### src/rtl/box_to_grid_cell_range_unit_macros.svh
// ----------------------------------------------------------------------------
// box to grid cell range unit assertion macros
// concurrent checks that fall away in synthesis builds
// ----------------------------------------------------------------------------
`ifndef BOX_TO_GRID_CELL_RANGE_UNIT_MACROS_SVH
`define BOX_TO_GRID_CELL_RANGE_UNIT_MACROS_SVH

`ifndef SYNTH
`define BGCR_ASSERT_IMP(lbl, ante, cons) \
  lbl: assert property (@(posedge clk) disable iff (!rst_n) (ante) |-> (cons)) \
    else $error("bgcr check failed");
`define BGCR_ASSERT_NXT(lbl, ante, cons) \
  lbl: assert property (@(posedge clk) disable iff (!rst_n) (ante) |=> (cons)) \
    else $error("bgcr check failed");
`else
`define BGCR_ASSERT_IMP(lbl, ante, cons)
`define BGCR_ASSERT_NXT(lbl, ante, cons)
`endif

`endif

### src/rtl/bgcr_pkg.sv
// ----------------------------------------------------------------------------
// bgcr_pkg
// shared types, constants and helpers of the box to grid cell range unit
// ----------------------------------------------------------------------------
`default_nettype none
package bgcr_pkg;

  localparam int COORD_W          = 32;
  localparam int DIM_W            = 13;
  localparam int IDX_W            = 12;
  localparam int CFG_IDX_W        = 3;
  localparam int DEF_MAX_GRID_DIM = 4096;
  localparam int MAXD_W           = 17;
  localparam int QDEPTH           = 4;
  localparam int QPTR_W           = 2;
  localparam int QCNT_W           = 3;
  localparam int NLANE            = 4;

  typedef enum logic [CFG_IDX_W-1:0] {
    CFG_WORLD_LEFT   = 3'd0,
    CFG_WORLD_RIGHT  = 3'd1,
    CFG_WORLD_TOP    = 3'd2,
    CFG_WORLD_BOTTOM = 3'd3,
    CFG_GRID_ROWS    = 3'd4,
    CFG_GRID_COLS    = 3'd5
  } cfg_idx_t;

  // lanes: first row, last row, first col, last col
  localparam int LANE_FIRST_ROW = 0;
  localparam int LANE_LAST_ROW  = 1;
  localparam int LANE_FIRST_COL = 2;
  localparam int LANE_LAST_COL  = 3;

  typedef struct packed {
    logic signed [COORD_W-1:0] wl;
    logic signed [COORD_W-1:0] wr;
    logic signed [COORD_W-1:0] wt;
    logic signed [COORD_W-1:0] wb;
    logic [COORD_W-1:0]        h;
    logic [COORD_W-1:0]        w;
    logic [DIM_W-1:0]          nrows;
    logic [DIM_W-1:0]          ncols;
    logic                      bad;
  } world_t;

  typedef struct packed {
    logic                          invalid;
    logic [NLANE-1:0][COORD_W-1:0] off;
  } job_t;

  function automatic logic signed [COORD_W:0] sdiff(input logic signed [COORD_W-1:0] a,
                                                    input logic signed [COORD_W-1:0] b);
    sdiff = $signed({a[COORD_W-1], a}) - $signed({b[COORD_W-1], b});
  endfunction

  // negative offsets go to zero, larger ones to the extent
  function automatic logic [COORD_W-1:0] lim(input logic signed [COORD_W:0] d,
                                             input logic [COORD_W-1:0] e);
    if (d[COORD_W])
      lim = '0;
    else if (d[COORD_W-1:0] > e)
      lim = e;
    else
      lim = d[COORD_W-1:0];
  endfunction

  function automatic logic [DIM_W-1:0] grid_dim(input logic [DIM_W-1:0] v,
                                                input logic [MAXD_W-1:0] maxd);
    logic [MAXD_W-1:0] d;
    d = MAXD_W'(v);
    if (d == '0)
      d = MAXD_W'(1);
    if (d > maxd)
      d = maxd;
    grid_dim = d[DIM_W-1:0];
  endfunction

endpackage
`default_nettype wire

### src/rtl/bgcr_in_if.sv
// ----------------------------------------------------------------------------
// bgcr_in_if
// box channel: valid, ready and the four box edges
// ----------------------------------------------------------------------------
`default_nettype none
interface bgcr_in_if;
  logic                                valid;
  logic                                ready;
  logic signed [bgcr_pkg::COORD_W-1:0] box_left;
  logic signed [bgcr_pkg::COORD_W-1:0] box_right;
  logic signed [bgcr_pkg::COORD_W-1:0] box_top;
  logic signed [bgcr_pkg::COORD_W-1:0] box_bottom;

  modport source(output valid, box_left, box_right, box_top, box_bottom, input ready);
  modport sink(input valid, box_left, box_right, box_top, box_bottom, output ready);
endinterface
`default_nettype wire

### src/rtl/bgcr_front.sv
// ----------------------------------------------------------------------------
// bgcr_front
// accepts boxes, clamps them to the world and forms the top, bottom, left and right edge offsets
// ----------------------------------------------------------------------------
`default_nettype none
module bgcr_front (
  input  wire logic           clk,
  input  wire logic           rst_n,
  bgcr_in_if.sink             in_box,
  input  wire bgcr_pkg::world_t world,
  input  wire logic           q_full,
  output logic                job_valid,
  output bgcr_pkg::job_t      job
);
  import bgcr_pkg::*;

  logic            fv_r, fv_nxt;
  job_t            job_r, job_nxt;
  logic            take;
  logic signed [COORD_W-1:0] bt_c, bb_c, bl_c, br_c;

  assign in_box.ready = !fv_r || !q_full;
  assign take         = in_box.valid && in_box.ready;

  always_comb begin
    bt_c = (in_box.box_top > world.wt) ? world.wt : in_box.box_top;
    bb_c = (in_box.box_bottom < world.wb) ? world.wb : in_box.box_bottom;
    bl_c = (in_box.box_left < world.wl) ? world.wl : in_box.box_left;
    br_c = (in_box.box_right > world.wr) ? world.wr : in_box.box_right;
    job_nxt.invalid             = world.bad;
    job_nxt.off[LANE_FIRST_ROW] = lim(sdiff(world.wt, bt_c), world.h);
    job_nxt.off[LANE_LAST_ROW]  = lim(sdiff(world.wt, bb_c), world.h);
    job_nxt.off[LANE_FIRST_COL] = lim(sdiff(bl_c, world.wl), world.w);
    job_nxt.off[LANE_LAST_COL]  = lim(sdiff(br_c, world.wl), world.w);
    fv_nxt = take ? 1'b1 : (fv_r && q_full);
  end

  always_ff @(posedge clk) begin
    if (!rst_n) begin
      fv_r <= 1'b0;
    end else begin
      fv_r <= fv_nxt;
    end
  end

  always_ff @(posedge clk) begin
    if (take) begin
      job_r <= job_nxt;
    end
  end

  assign job_valid = fv_r;
  assign job       = job_r;
endmodule
`default_nettype wire

### src/flat_wrapper.sv
// flat-port wrapper written by rule: the top's interface ports become plain ports
module bgcr_front_flat import bgcr_pkg::*;
  (clk, rst_n, world, q_full, job_valid, job, in_box_valid, in_box_box_left, in_box_box_right, in_box_box_top, in_box_box_bottom, in_box_ready);
  bgcr_in_if in_box_i ();
  input  wire logic clk;
  input  wire logic rst_n;
  input  wire bgcr_pkg::world_t world;
  input  wire logic q_full;
  output logic job_valid;
  output bgcr_pkg::job_t job;
  input wire logic [$bits(in_box_i.valid)-1:0] in_box_valid;
  input wire logic [$bits(in_box_i.box_left)-1:0] in_box_box_left;
  input wire logic [$bits(in_box_i.box_right)-1:0] in_box_box_right;
  input wire logic [$bits(in_box_i.box_top)-1:0] in_box_box_top;
  input wire logic [$bits(in_box_i.box_bottom)-1:0] in_box_box_bottom;
  output wire logic [$bits(in_box_i.ready)-1:0] in_box_ready;
  assign in_box_i.valid = in_box_valid;
  assign in_box_i.box_left = in_box_box_left;
  assign in_box_i.box_right = in_box_box_right;
  assign in_box_i.box_top = in_box_box_top;
  assign in_box_i.box_bottom = in_box_box_bottom;
  assign in_box_ready = in_box_i.ready;
  bgcr_front u_core (.clk(clk), .rst_n(rst_n), .in_box(in_box_i), .world(world), .q_full(q_full), .job_valid(job_valid), .job(job));
endmodule
### config.mk
export PLATFORM = sky130hd
export DESIGN_NAME = bgcr_front_flat
export DESIGN_NICKNAME = d
export VERILOG_FILES = /design/src/rtl/box_to_grid_cell_range_unit_macros.svh /design/src/rtl/bgcr_pkg.sv /design/src/rtl/bgcr_in_if.sv /design/src/rtl/bgcr_front.sv /design/src/flat_wrapper.sv
export SDC_FILE = /design/constraint.sdc
export NUM_CORES = 1
export LEC_CHECK = 0
export BUFFER_PORTS_ARGS = -buffer_cell sky130_fd_sc_hd__buf_2
export CAP_MARGIN = 20
export CORE_MARGIN = 2
export CORE_UTILIZATION = 55
export CTS_BUF_LIST = sky130_fd_sc_hd__clkbuf_4
export DETAILED_ROUTE_END_ITERATION = 7
export HOLD_SLACK_MARGIN = 0.15
export PLACE_DENSITY_LB_ADDON = 0.25
export SYNTH_ARGS = -nofsm -noshare
export SYNTH_HDL_FRONTEND = slang
export SYNTH_SLANG_ARGS = --single-unit
### constraint.sdc
create_clock -name clk -period 12.68 [get_ports clk]
set_clock_uncertainty 0.1 [all_clocks]
set_input_delay 1.268 -clock clk [delete_from_list [all_inputs] [get_ports clk]]
set_output_delay 1.268 -clock clk [all_outputs]
set_load 0.05 [all_outputs]
==> results.json <==
{
  "syn2layout_area_growth_pct": 15.5,
  "irDropWorstVdd_mv": 0.0846,
  "ys.flop_type": "edfxtp_1",
  "rr_startpoint": "u_core.job_valid",
  "synth-edff-count": 129,
  "max_stage_delay_ns": 0.83,
  "drt.antenna.violating_nets": 0,
  "fmax_mhz": 99.8,
  "vias": 19892,
  "overflow": 0,
  "postSynthCellCount": 2373,
  "whs_path_depth": 2,
  "crit_arrival_ns": 10.22,
  "crit_top_cell": "nand4_1",
  "yosysUniqueCellTypes": 80,
  "crit_path_end_kind": "register",
  "cap_viol_max_count": 0,
  "rsz0062_at_grt": "false",
  "fillCellCount": 3159,
  "postCtsResizedCells": 0,
  "clk_latency_ns": 0.58,
  "critPathSlowestCell": "a21o_1",
  "post_drt_wl_per_cell_um": 20.1,
  "cts-buffers-inserted": 17,
  "r2r_cells": 3,
  "finalSetupTns_ns": 0,
  "final_nets": 3533,
  "ctsRootBufferMaster": "clkbuf_4",
  "ys_ff_latch": 130,
  "dp_hpwl_um": 55700,
  "die_width_um": 195,
  "whs_endpoint": "u_core.job_valid",
  "grt_max_degree": 72,
  "rows": 70,
  "hold_class": "register to register",
  "startpoint_type": "primary input",
  "status": "completed",
  "worst_slew_pin_slew_ns": 1.11,
  "p_total_mw": 3.62,
  "critPathTopFamily": "compound AO/OA/AOI/OAI gates",
  "htreeDepth": 4,
  "final_core_util": 0.640,
  "drc_errors": 0,
  "grt_pass1_vias": 19552,
  "io_pins": 482,
  "start_util": 0.554,
  "reg2reg_to": "u_core.job[4]",
  "setup_violations": 0,
  "crit_fanout": 41,
  "grt.total_usage": 0.334,
  "path_clk_slew_ns": 0.13,
  "hold_buffers": 0,
  "fp.dieArea_um2": 38200,
  "cts_buffer_depth": 2,
  "worstSetupPathType": "primary input to register",
  "dr.pass1.iters": 5,
  "antenna_found_initial": 12,
  "clkSinkCount": 130,
  "cts_tree": "done",
  "seq_area_frac_synth": 0.193,
  "mappedNetlistNets": 3110,
  "synth-async-reset-ratio": 0,
  "period_needed_ns": 10.02,
  "yosys_warnings": 0,
  "critPathRequiredTime_ns": 12.88,
  "grt_first_pass_wirelength_um": 101000,
  "drive_above_1_share": 0.211,
  "reg2reg_slack_ns": 10.14,
  "vias_per_cell": 6.05,
  "p_leak_nw": 12.2,
  "cp_num_buf_inv": 5,
  "synth_area_um2": 20200,
  "core_um2": 36300,
  "timing.final.crit_share": 0.790,
  "power.density_nw_per_um2": 155,
  "hold_viol": 0,
  "place_congestion": 0.972,
  "postCtsSetupRepairBufs": 0,
  "postSynthAreaPerCell_um2": 8.49,
  "slew_violations": 0,
  "dieHeight_um": 195,
  "portBuffers": 455,
  "slew_headroom": 0.261,
  "initialDrtViolationCount": 1085,
  "hp-start": "u_core.job_valid",
  "routed_wl_um": 66000
}
## area by class of cell
class                   count  area [um^2]  area share
multi-input cells        1956        15200       0.654
well taps                 468          586      0.0252
repair buffers            468         2370       0.102
flip-flops and latches    130         3890       0.167
clock inverters            15          204     0.00876
clock buffers              17          128     0.00548
diodes                     10         25.0     0.00107
inverters                 223          837      0.0360
## through the flow
step | hold slack (ns) | instances | cell area, um^2 | setup WS (ns)
2_1_floorplan | 0.663 | 2373 | 20200 | 4.77
3_3_place_gp | 0.406 | 3245 | 22900 | 2.45
3_5_place_dp | 0.458 | 3245 | 22900 | 2.27
4_1_cts | 0.476 | 3277 | 23300 | 2.89
5_1_grt | 0.511 | 3285 | 23300 | 2.29
6_report | 0.469 | 3287 | 23300 | 2.66
## layout by cell type (no fill, tap or decap), drive strengths merged, types with 5 or more instances in the layout
master | netlist | layout
buf | 19 | 468
ha | 382 | 382
inv | 222 | 226
a21oi | 207 | 207
nor2 | 186 | 186
a21o | 169 | 169
nand2 | 156 | 156
edfxtp | 129 | 129
mux2i | 129 | 129
o21ai | 93 | 93
nand4 | 69 | 69
xnor2 | 69 | 69
mux2 | 66 | 66
xor2 | 43 | 43
o21a | 35 | 35
a211oi | 34 | 34
nor3 | 31 | 31
o21bai | 21 | 21
nand3 | 21 | 21
nor2b | 20 | 20
and3 | 20 | 20
a31oi | 19 | 19
nand2b | 17 | 17
clkbuf | 45 | 17
o31ai | 15 | 15
or3 | 11 | 11
o211ai | 11 | 11
diode | 0 | 10
nor4 | 10 | 10
a2111oi | 10 | 10
or2 | 9 | 9
and2 | 9 | 9
and4 | 7 | 7
o31a | 7 | 7
clkinv | 1 | 7
o2111ai | 5 | 5
a21boi | 5 | 5
## Yosys cell counts, types with 5 or more instances
cell type,instances,area [um^2]
ha_1,382,4780
inv_1,222,833
a21oi_1,207,1040
nor2_1,186,698
a21o_1,169,1270
nand2_1,155,582
edfxtp_1,129,3870
mux2i_1,129,1290
o21ai_0,90,450
nand4_1,69,432
xnor2_1,69,604
mux2_2,66,743
clkbuf_1,45,169
xor2_1,43,377
o21a_1,35,263
a211oi_1,34,255
nor3_1,31,155
nand3_1,21,105
o21bai_1,21,158
and3_1,20,125
nor2b_1,20,125
a31oi_1,19,119
nand2b_1,17,106
buf_2,15,75.1
o31ai_1,14,105
o211ai_1,11,82.6
or3_1,11,68.8
a2111oi_0,9,78.8
and2_1,9,56.3
nor4_1,9,56.3
or2_2,9,56.3
and4_1,7,61.3
o31a_1,6,52.6
a21boi_0,5,37.5
o2111ai_1,5,43.8
## registers in the layout (all words and copies together) (netlist names)
register,flops
u_core.job_valid,1
u_core.job,129
## cells by family after synthesis
logic type / Yosys count / synth area share
AOI/OAI and AO/OA: 683 / 0.223
xor gates and xnor gates: 112 / 0.0487
adders and majority gates: 386 / 0.241
buffers and inverters: 287 / 0.0548
DFF: 130 / 0.193
muxes: 195 / 0.101
and+or+nand+nor: 580 / 0.138
## routing by layer
layer / global-route usage / vias to the layer above / wire length, um
met4: 0.181 / 6 / 3590
met3: 0.0530 / 186 / 4720
met2: 0.590 / 851 / 31500
met1: 0.388 / 9192 / 26200
li1: - / 9657 / -
met5: 0 / - / 41
## worst reg2reg max path: stages, from the launching register on
cell and delay (ns):
dfxtp_1 0.35, nand2_1 0.08, and2_4 0.73, buf_4 0.88
## how the worst max path moves through the flow
stage	startpoint	endpoint	slack, ns	cells after the start
6_report	world[154]	u_core.job[26]	2.66	31
2_1_floorplan	world[176]	u_core.job[107]	4.77	30
5_1_grt	world[154]	u_core.job[26]	2.29	32
3_5_place_dp	world[154]	u_core.job[26]	2.27	32
3_3_place_gp	world[188]	u_core.job[82]	2.45	30
4_1_cts	world[154]	u_core.job[26]	2.89	32
## power breakdown
part	leakage [nW]	total, mW	switching [mW]	internal [mW]
logic	10.7	2.58	1.68	0.904
registers	1.29	0.688	0.0369	0.651
clock network	0.174	0.350	0.191	0.159
total	12.2	3.62	1.91	1.71
Power figures use the tool's default switching activity.
