**config.mk**
```make
export PLATFORM = sky130hd
export DESIGN_NAME = bgcr_queue
export DESIGN_NICKNAME = d
export VERILOG_FILES = /design/src/rtl/box_to_grid_cell_range_unit_macros.svh /design/src/rtl/bgcr_pkg.sv /design/src/rtl/bgcr_queue.sv
export SDC_FILE = /design/constraint.sdc
export NUM_CORES = 1
export LEC_CHECK = 0
export ABC_AREA = 1
export BUFFER_PORTS_ARGS = -buffer_cell sky130_fd_sc_hd__buf_2
export CAP_MARGIN = 20
export CORE_ASPECT_RATIO = 0.8
export CORE_MARGIN = 2
export CORE_UTILIZATION = 40
export CTS_CLUSTER_DIAMETER = 150
export DETAILED_ROUTE_END_ITERATION = 10
export HOLD_SLACK_MARGIN = 0.02
export SLEW_MARGIN = 20
export SYNTH_ARGS = -nofsm -noshare
export SYNTH_HDL_FRONTEND = slang
export SYNTH_SLANG_ARGS = --single-unit
```
**constraint.sdc**
```tcl
create_clock -name clk -period 7.85 [get_ports clk]
set_input_delay 1.57 -clock clk [delete_from_list [all_inputs] [get_ports clk]]
set_output_delay 1.57 -clock clk [all_outputs]
set_load 0.03 [all_outputs]
```
**src/rtl/box_to_grid_cell_range_unit_macros.svh**
```systemverilog
// ----------------------------------------------------------------------------
// box to grid cell range unit assertion macros
// concurrent checks that fall away in synthesis builds
// ----------------------------------------------------------------------------
`ifndef BOX_TO_GRID_CELL_RANGE_UNIT_MACROS_SVH
`define BOX_TO_GRID_CELL_RANGE_UNIT_MACROS_SVH

`ifndef SYNTH
`define BGCR_ASSERT_IMP(lbl, ante, cons) \
  lbl: assert property (@(posedge clk) disable iff (!rst_n) (ante) |-> (cons)) \
    else $error("bgcr check failed");
`define BGCR_ASSERT_NXT(lbl, ante, cons) \
  lbl: assert property (@(posedge clk) disable iff (!rst_n) (ante) |=> (cons)) \
    else $error("bgcr check failed");
`else
`define BGCR_ASSERT_IMP(lbl, ante, cons)
`define BGCR_ASSERT_NXT(lbl, ante, cons)
`endif

`endif

```
**src/rtl/bgcr_pkg.sv**
```systemverilog
// ----------------------------------------------------------------------------
// bgcr_pkg
// shared types, constants and helpers of the box to grid cell range unit
// ----------------------------------------------------------------------------
`default_nettype none
package bgcr_pkg;

  localparam int COORD_W          = 32;
  localparam int DIM_W            = 13;
  localparam int IDX_W            = 12;
  localparam int CFG_IDX_W        = 3;
  localparam int DEF_MAX_GRID_DIM = 4096;
  localparam int MAXD_W           = 17;
  localparam int QDEPTH           = 4;
  localparam int QPTR_W           = 2;
  localparam int QCNT_W           = 3;
  localparam int NLANE            = 4;

  typedef enum logic [CFG_IDX_W-1:0] {
    CFG_WORLD_LEFT   = 3'd0,
    CFG_WORLD_RIGHT  = 3'd1,
    CFG_WORLD_TOP    = 3'd2,
    CFG_WORLD_BOTTOM = 3'd3,
    CFG_GRID_ROWS    = 3'd4,
    CFG_GRID_COLS    = 3'd5
  } cfg_idx_t;

  // lanes: first row, last row, first col, last col
  localparam int LANE_FIRST_ROW = 0;
  localparam int LANE_LAST_ROW  = 1;
  localparam int LANE_FIRST_COL = 2;
  localparam int LANE_LAST_COL  = 3;

  typedef struct packed {
    logic signed [COORD_W-1:0] wl;
    logic signed [COORD_W-1:0] wr;
    logic signed [COORD_W-1:0] wt;
    logic signed [COORD_W-1:0] wb;
    logic [COORD_W-1:0]        h;
    logic [COORD_W-1:0]        w;
    logic [DIM_W-1:0]          nrows;
    logic [DIM_W-1:0]          ncols;
    logic                      bad;
  } world_t;

  typedef struct packed {
    logic                          invalid;
    logic [NLANE-1:0][COORD_W-1:0] off;
  } job_t;

  function automatic logic signed [COORD_W:0] sdiff(input logic signed [COORD_W-1:0] a,
                                                    input logic signed [COORD_W-1:0] b);
    sdiff = $signed({a[COORD_W-1], a}) - $signed({b[COORD_W-1], b});
  endfunction

  // negative offsets go to zero, larger ones to the extent
  function automatic logic [COORD_W-1:0] lim(input logic signed [COORD_W:0] d,
                                             input logic [COORD_W-1:0] e);
    if (d[COORD_W])
      lim = '0;
    else if (d[COORD_W-1:0] > e)
      lim = e;
    else
      lim = d[COORD_W-1:0];
  endfunction

  function automatic logic [DIM_W-1:0] grid_dim(input logic [DIM_W-1:0] v,
                                                input logic [MAXD_W-1:0] maxd);
    logic [MAXD_W-1:0] d;
    d = MAXD_W'(v);
    if (d == '0)
      d = MAXD_W'(1);
    if (d > maxd)
      d = maxd;
    grid_dim = d[DIM_W-1:0];
  endfunction

endpackage
`default_nettype wire

```
**src/rtl/bgcr_queue.sv**
```systemverilog
// ----------------------------------------------------------------------------
// bgcr_queue
// short queue between the front and the back part
// ----------------------------------------------------------------------------
`default_nettype none
module bgcr_queue (
  input  wire logic           clk,
  input  wire logic           rst_n,
  input  wire logic           push,
  input  wire bgcr_pkg::job_t push_data,
  input  wire logic           pop,
  output logic                full,
  output logic                nempty,
  output bgcr_pkg::job_t      head,
  output logic [bgcr_pkg::QCNT_W-1:0] cnt
);
  import bgcr_pkg::*;

  job_t              mem [QDEPTH];
  logic [QPTR_W-1:0] wp_r, wp_nxt, rp_r, rp_nxt;
  logic [QCNT_W-1:0] cnt_r, cnt_nxt;

  always_comb begin
    wp_nxt  = push ? wp_r + QPTR_W'(1) : wp_r;
    rp_nxt  = pop ? rp_r + QPTR_W'(1) : rp_r;
    cnt_nxt = cnt_r + QCNT_W'(push) - QCNT_W'(pop);
  end

  always_ff @(posedge clk) begin
    if (!rst_n) begin
      wp_r  <= '0;
      rp_r  <= '0;
      cnt_r <= '0;
    end else begin
      wp_r  <= wp_nxt;
      rp_r  <= rp_nxt;
      cnt_r <= cnt_nxt;
    end
  end

  always_ff @(posedge clk) begin
    if (push) begin
      mem[wp_r] <= push_data;
    end
  end

  assign full   = (cnt_r == QCNT_W'(QDEPTH));
  assign nempty = (cnt_r != '0);
  assign head   = mem[rp_r];
  assign cnt    = cnt_r;
endmodule
`default_nettype wire

```
==> results of run 1 <==
==> routing by layer <==
metal  vias to the layer above  track usage  share of wire
met3                        67      0.04530          0.073
met5                         -            0         0.0019
met4                        12      0.04046          0.016
met1                      5673       0.2037           0.46
met2                       270       0.2321           0.45
li1                       5922            -              -
==> through the flow <==
step / worst slack (ns) / power, mW / hold slack (ns) / instance area [µm²] / instances
2_1_floorplan: 3.280 / 3.780 / 0.4356 / 20580 / 1560
3_3_place_gp: 4.120 / 4.003 / 0.4447 / 22450 / 2432
3_5_place_dp: 4.107 / 4.017 / 0.4431 / 22450 / 2432
4_1_cts: 3.560 / 6.357 / 0.4555 / 24020 / 2523
5_1_grt: 3.372 / 6.529 / 0.4901 / 24020 / 2523
6_report: 3.536 / 6.272 / 0.4517 / 24030 / 2528
==> logic make-up (layout without fill, tap and decap cells) <==
family,after synthesis,after routing
other,0,5
adder cells (fa/ha/maj),7,7
buffers and inverters,359,638
flip-flops,525,525
AND/OR/NAND/NOR,272,272
AO/OA/AOI/OAI,397,397
==> power breakdown <==
group	switching, mW	internal (mW)	total [mW]	leakage [nW]
logic	0.524	0.180	0.704	3.66
clock network	0.996	1.33	2.33	0.772
registers	0.0341	3.21	3.24	4.82
==> final cells by class <==
class / instances / area (µm²)
Antenna cell: 5 / 12.51
Clock buffer: 67 / 1379
Clock inverter: 24 / 190.2
Fill cell: 4527 / 26890
Inverter: 273 / 1052
Multi-Input combinational cell: 676 / 3428
Sequential cell: 525 / 15680
Tap cell: 684 / 855.8
Timing Repair Buffer: 274 / 1429
==> worst min path at each step <==
stage / endpoint / slack [ns] / depth (start not counted)
3_3_place_gp: flop / 0.44 / 2
5_1_grt: flop / 0.49 / 2
4_1_cts: flop / 0.46 / 2
3_5_place_dp: flop / 0.44 / 2
6_report: flop / 0.45 / 2
2_1_floorplan: flop / 0.44 / 2
==> placed cells by master (no fill, tap or decap), drive strengths merged, types with 6 or more instances in the layout <==
master  Yosys  routed
dfxtp       9       9
inv       273     274
clkinv      0      20
o21ai     133     133
edfxtp    516     516
clkbuf      7      67
ha          6       6
buf        79     274
a21oi     135     135
o211ai    129     129
nand2     268     268
==> sequential cells by signal (all words and copies together) (netlist names), named ones only <==
name / flops
rp_r: 2
cnt: 3
wp_r: 2
mem: 516
==> tightest hold or removal path, stage by stage (launching register included) <==
cell,delay [ns]
dfxtp_1,0.30
inv_1,0.05
a21oi_1,0.06
==> results by group, run 1 <==
Run status
  • Status: finished clean

Clock network
  • Clock Latency Late Sink: roughly 0.58 ns
  • Worst-path clk slew: around 0.06 ns
  • Bufs on Longest Clock Path: 3
  • CTS resizes: 0
  • TritonCTS Buffers: 52
  • Root buf cell: clkbuf_16
  • H-tree Lvls: 2
  • TritonCTS clock tree: done
  • Clk sinks: between 500 and 600
  • Total setup buffers inserted after CTS: 0
  • Hold buffers post-CTS: 0

Yosys
  • Post-Synth XOR/XNOR Area: 0
  • Largest area contributor in the netlist: edfxtp_1
  • Synth unique cells: 15
  • Synth cell count leaders: edfxtp_1, inv_1, nand2_1
  • Post-synthesis adder-cell area fraction: 0.004621
  • Async set-or-reset flop fraction in the synthesized netlist: 0
  • Top cells by area, synth: edfxtp_1, inv_1, nand2_1, o211ai_1, a21oi_1
  • Cells after Synth: 1,560
  • Synthesized net count: 1,700
  • Post-Synth Simple-Gate Area: 0.04974
  • Mapped cell area: a little over 20,000 µm²
  • Syn Area/Cell: ~13 µm²
  • Number of synthesized flops with an enable pin: just over 500
  • Seq/Total Area, Yosys: 0.7618
  • Yosys reg bits: approximately 530
  • Top-area cell type share of the netlist area: 0.7531
  • Largest family of logic cells by synthesized area: compound AO/OA/AOI/OAI gates
  • Commonest register cell after synthesis: edfxtp_1
  • Top-count cell post-synth: edfxtp_1
  • Mux contribution to synthesized area: 0
  • Compound-cell area share of the yosys netlist: 0.1123
  • Warnings from Yosys: 0

Setup path
  • WP buf/inv: 2
  • CP cell instances: buf_12, o21ai_0, nand2_1, buf_2
  • CP startpoint kind: flop
  • WP data required: 6.28 ns
  • Crit path to: head[110]
  • Critical path class: reg2out
  • Crit path max fanout: 244
  • R2r startpoint: wp_r[0]$_SDFFE_PN0P_
  • R2R Path End: mem[0][80]$_DFFE_PP_
  • CP Data Arrival Time: between 2 and 3 ns
  • Slowest cell on crit path: dfxtp_4
  • Setup slack, reg-to-reg: between 5 and 6 ns
  • Setup crit end kind: output port
  • Worst Reg2Reg Path Length in Cells: 5
  • Worst path max stage delay: 0.63 ns
  • Critical Path Stages: 4
  • Top delay family on crit path: buffers and inverters

Worst hold path
  • HP Class: reg2reg
  • Min-delay src: rp_r[1]$_SDFFE_PN0P_

Global routing
  • GRT Total Usage: 0.1489
  • GR Overflow Total: 0
  • Vias in the first global route: 11,470
  • Initial antenna violation count: 8
  • Largest net degree at the start of global routing: ~250
  • First-pass GRT wire length: roughly 62,000 µm

Timing
  • Final Cycle Share: 0.5496
  • Fin Setup TNS: 0 ns
  • Min cycle time layout: 4.314 ns
  • Final setup fails: 0
  • Clock Skew: about 0.017 ns
  • F_max: between 200 and 250 MHz
  • Slew Limit Fails: 0
  • Final Hold Fails: 0
  • RSZ-0062 raised after global routing: no
  • Worst slew pin tran: 1.064 ns
  • Relative slew margins: 0.2907

Placement
  • Port Buffers: about 270
  • Placer Congestion: 0.7247
  • HPWL after DPL: 22,400 µm

Power
  • Worst vdd ir: around 0.20 mV
  • Pwr dens: 261.0 nW/µm²
  • Static leakage: just over 9 nW

Detailed routing
  • First-iteration detailed-routing DRC count: around 840
  • Wire length per cell: about 16 µm
  • Vias per inst: roughly 4.7
  • Drt total wl: 40,350 µm
  • Antenna-violating nets left: 0
  • DR pass1 iterations: 5
  • # DRC: 0
  • DR vias: 11,940

Floorplan
  • Die area: roughly 53,000 µm²
  • DIE HEIGHT: between 200 and 250 µm
  • Initial Utilization: 0.4041
  • Number of cell rows: 74
  • Core ar.: 50,920 µm²
  • Die X: around 260 µm
  • Io pins: roughly 270

Finish
  • Layout cells sized above 1: 0.1887
  • Layout overhead on the synthesized area: 16.78%
  • Util after Layout: 0.4719
  • Fin nets: approximately 2,000

Flow run
  • MaxCap Viol Count: 0
No activity file was read; power rests on OpenSTA's default activity.
==> run 2, diff against run 1 <==
Clock period 7.85 ns to 4 ns, I/O delays scaled along.
==> run 2 against run 1 <==
Effect of this change:
- non-clock buffer count rose by 13
- first-iteration DRC count decreased by 8.9%
- critical path depth up 1
- hold slack lost 0.026 ns
- setup slack got worse by 2.8 ns
- cell count is 0.63% higher
- largest power group unchanged
- clock power grew 92%
- sequential power rose by 97%
==> results by group, run 2 (synthesis results as in run 1) <==
Flow run
  • MaxCap Viol Count: 0 (unchanged)

Clock network
  • Hold buffers post-CTS: 0 (unchanged)
  • Clock Latency Late Sink: 0.59 ns (about the same)
  • H-tree Lvls: 2 (unchanged)
  • Root buf cell: clkbuf_16
  • Clk sinks: 525 (unchanged)
  • CTS resizes: 0 (unchanged)
  • TritonCTS Buffers: 52 (unchanged)
  • Bufs on Longest Clock Path: 3 (unchanged)
  • TritonCTS clock tree: done
  • Total setup buffers inserted after CTS: 0 (unchanged)
  • Worst-path clk slew: 0.06 ns (about the same)

Placement
  • Worst slack, placed: 1.348 ns (-2.760 ns)
  • Port Buffers: 266 (unchanged)
  • HPWL after DPL: 23,370 µm (+4.3%)
  • Placer Congestion: 0.7363 (+1.6%)
  • Post-Place Cells: 2,445 (+0.53%)

Timing
  • Final setup fails: 0 (unchanged)
  • RSZ-0062 raised after global routing: no
  • Final Hold Fails: 0 (unchanged)
  • Worst slew pin tran: 0.7428 ns (-0.3212 ns)
  • F_max: roughly 310 MHz
  • Min cycle time layout: ~3.3 ns
  • Final WS setup: 0.7443 ns (-2.791 ns)
  • Slew Limit Fails: 0 (unchanged)
  • Clock Skew: 0.01116 ns (-0.005748 ns)
  • Relative slew margins: 0.5048 (+0.2141)
  • Final Cycle Share: 0.8139
  • Fin Setup TNS: 0 ns (unchanged)

Finish
  • Most common cell after layout, fill and taps aside: edfxtp_1
  • Most frequent cells in the layout: edfxtp_1, inv_1, nand2_1
  • Number of flip-flops in the largest register: 516 (unchanged)
  • Layout overhead on the synthesized area: 17.49%
  • Non-Filler Instances: 2,544 (+0.63%)
  • Largest reg by FF count: mem
  • Util after Layout: 0.4747 (+0.002875)
  • Number of fill cells: 4,498 (-0.64%)
  • Layout cells sized above 1: 0.1930 (+0.004302)
  • Fin nets: 1,955 (+0.67%)

Global routing
  • First-pass GRT wire length: 61,490 µm (-1.4%)
  • Initial antenna violation count: 10 (+2)
  • GR Overflow Total: 0 (unchanged)
  • GRT Total Usage: 0.1476 (-0.001278)
  • Largest net degree at the start of global routing: 150 (-39%)
  • Vias in the first global route: 11,090 (-3.3%)

Worst hold path
  • Hold Path Cell Cnt: 1 (-1)
  • HP Class: in2reg

Setup path
  • Worst path max stage delay: 0.73 ns (+0.10 ns)
  • CP Data Arrival Time: 2.46 ns (-0.28 ns)
  • Critical path class: reg2out
  • Setup slack, reg-to-reg: 2.06 ns (-3.18 ns)
  • Setup crit end kind: output port
  • Crit path max fanout: 149 (-39%)
  • CP cell instances: buf_12, a21oi_1, o21ai_0, nand2_1, buf_2
  • R2R Path End: mem[1][64]$_DFFE_PP_
  • R2r startpoint: wp_r[1]$_SDFFE_PN0P_
  • Crit path to: head[110]
  • Slowest cell on crit path: dfxtp_4
  • WP data required: 3.20 ns (-3.08 ns)
  • Worst Reg2Reg Path Length in Cells: 5 (unchanged)
  • CP startpoint kind: flop

Floorplan
  • Number of cell rows: 74 (unchanged)
  • Die X: 257.6 µm (unchanged)
  • Core ar.: 50,920 µm² (unchanged)
  • Io pins: 267 (unchanged)
  • DIE HEIGHT: 206.9 µm (unchanged)
  • Initial Utilization: 0.4041 (unchanged)
  • Die area: 53,280 µm² (unchanged)

Detailed routing
  • Antenna-violating nets left: 0 (unchanged)
  • # DRC: 0 (unchanged)
  • Wire length per cell: 15.76 µm (-1.2%)
  • Drt total wl: 40,100 µm (-0.62%)
  • First-iteration detailed-routing DRC count: 764 (-8.9%)
  • Vias per inst: 4.705 (-0.42%)
  • DR pass1 iterations: 5 (unchanged)
  • DR vias: 11,970 (+0.21%)

Power
  • Pwr dens: 506.4 nW/µm² (+94%)
  • Worst vdd ir: 0.3527 mV (+75%)
  • Static leakage: 9.318 nW (+0.73%)

Run status
  • Status: finished clean
==> run 2: changes by cell type in the layout (fill, tap and decap cells not counted), sizes merged <==
cell	previous run	this run
clkinv	20	17
clkinvlp	0	1
clkbuf	67	72
bufinv	3	2
buf	274	287
inv	274	275
==> run 2: worst min-delay path by stage <==
stage / startpoint / to / slack (ns)
after detailed placement: rp_r[1]$_SDFFE_PN0P_ / flop / 0.45
after global placement: rp_r[1]$_SDFFE_PN0P_ / flop / 0.44
after global routing: push_data[122] / mem[2][122]$_DFFE_PP_ / 0.40
after floorplan: rp_r[1]$_SDFFE_PN0P_ / flop / 0.44
after CTS: push_data[27] / mem[1][27]$_DFFE_PP_ / 0.38
final: push_data[10] / mem[0][10]$_DFFE_PP_ / 0.43
==> run 2: metal layers <==
metal | global-route usage | share of wire | vias up
li1 | - | - | 5955
met1 | 0.2031 | 0.46 | 5688
met2 | 0.2262 | 0.45 | 249
met3 | 0.04860 | 0.072 | 65
met4 | 0.03943 | 0.017 | 12
met5 | 0 | 0.0020 | -
==> run 2: cell type report <==
type	count	area, µm²	share of cell area
Multi-Input combinational cell	676	3428	0.1418
Antenna cell	5	12.51	0.0005175
Sequential cell	525	15680	0.6487
Clock inverter	22	157.7	0.006521
Clock buffer	72	1398	0.05781
Timing Repair Buffer	287	1589	0.06573
Inverter	273	1052	0.04353
Tap cell	684	855.8	0.03540
==> run 2: metrics by stage <==
| step | hold slack (ns) | cell area, µm² | power, mW |
|---|---|---|---|
| after floorplan | 0.4356 | 20580 | 7.419 |
| after global placement | 0.4367 | 22610 | 7.872 |
| after detailed placement | 0.4462 | 22610 | 7.900 |
| after CTS | 0.3805 | 24160 | 12.41 |
| after global routing | 0.3975 | 24170 | 12.74 |
| final | 0.4257 | 24180 | 12.24 |
==> run 2: critical path, delay by kind of cell (launching register included) <==
kind / cells / cell delay, ns
buf+inv: 2 / 0.71
simple gates: 1 / 0.12
flops: 1 / 0.73
compound gates: 2 / 0.26
==> run 2: report_power, final <==
| part | switching, mW | internal, mW | total [mW] |
|---|---|---|---|
| registers | 0.0720 | 6.29 | 6.37 |
| clock network | 1.92 | 2.56 | 4.48 |
| logic | 1.02 | 0.369 | 1.39 |
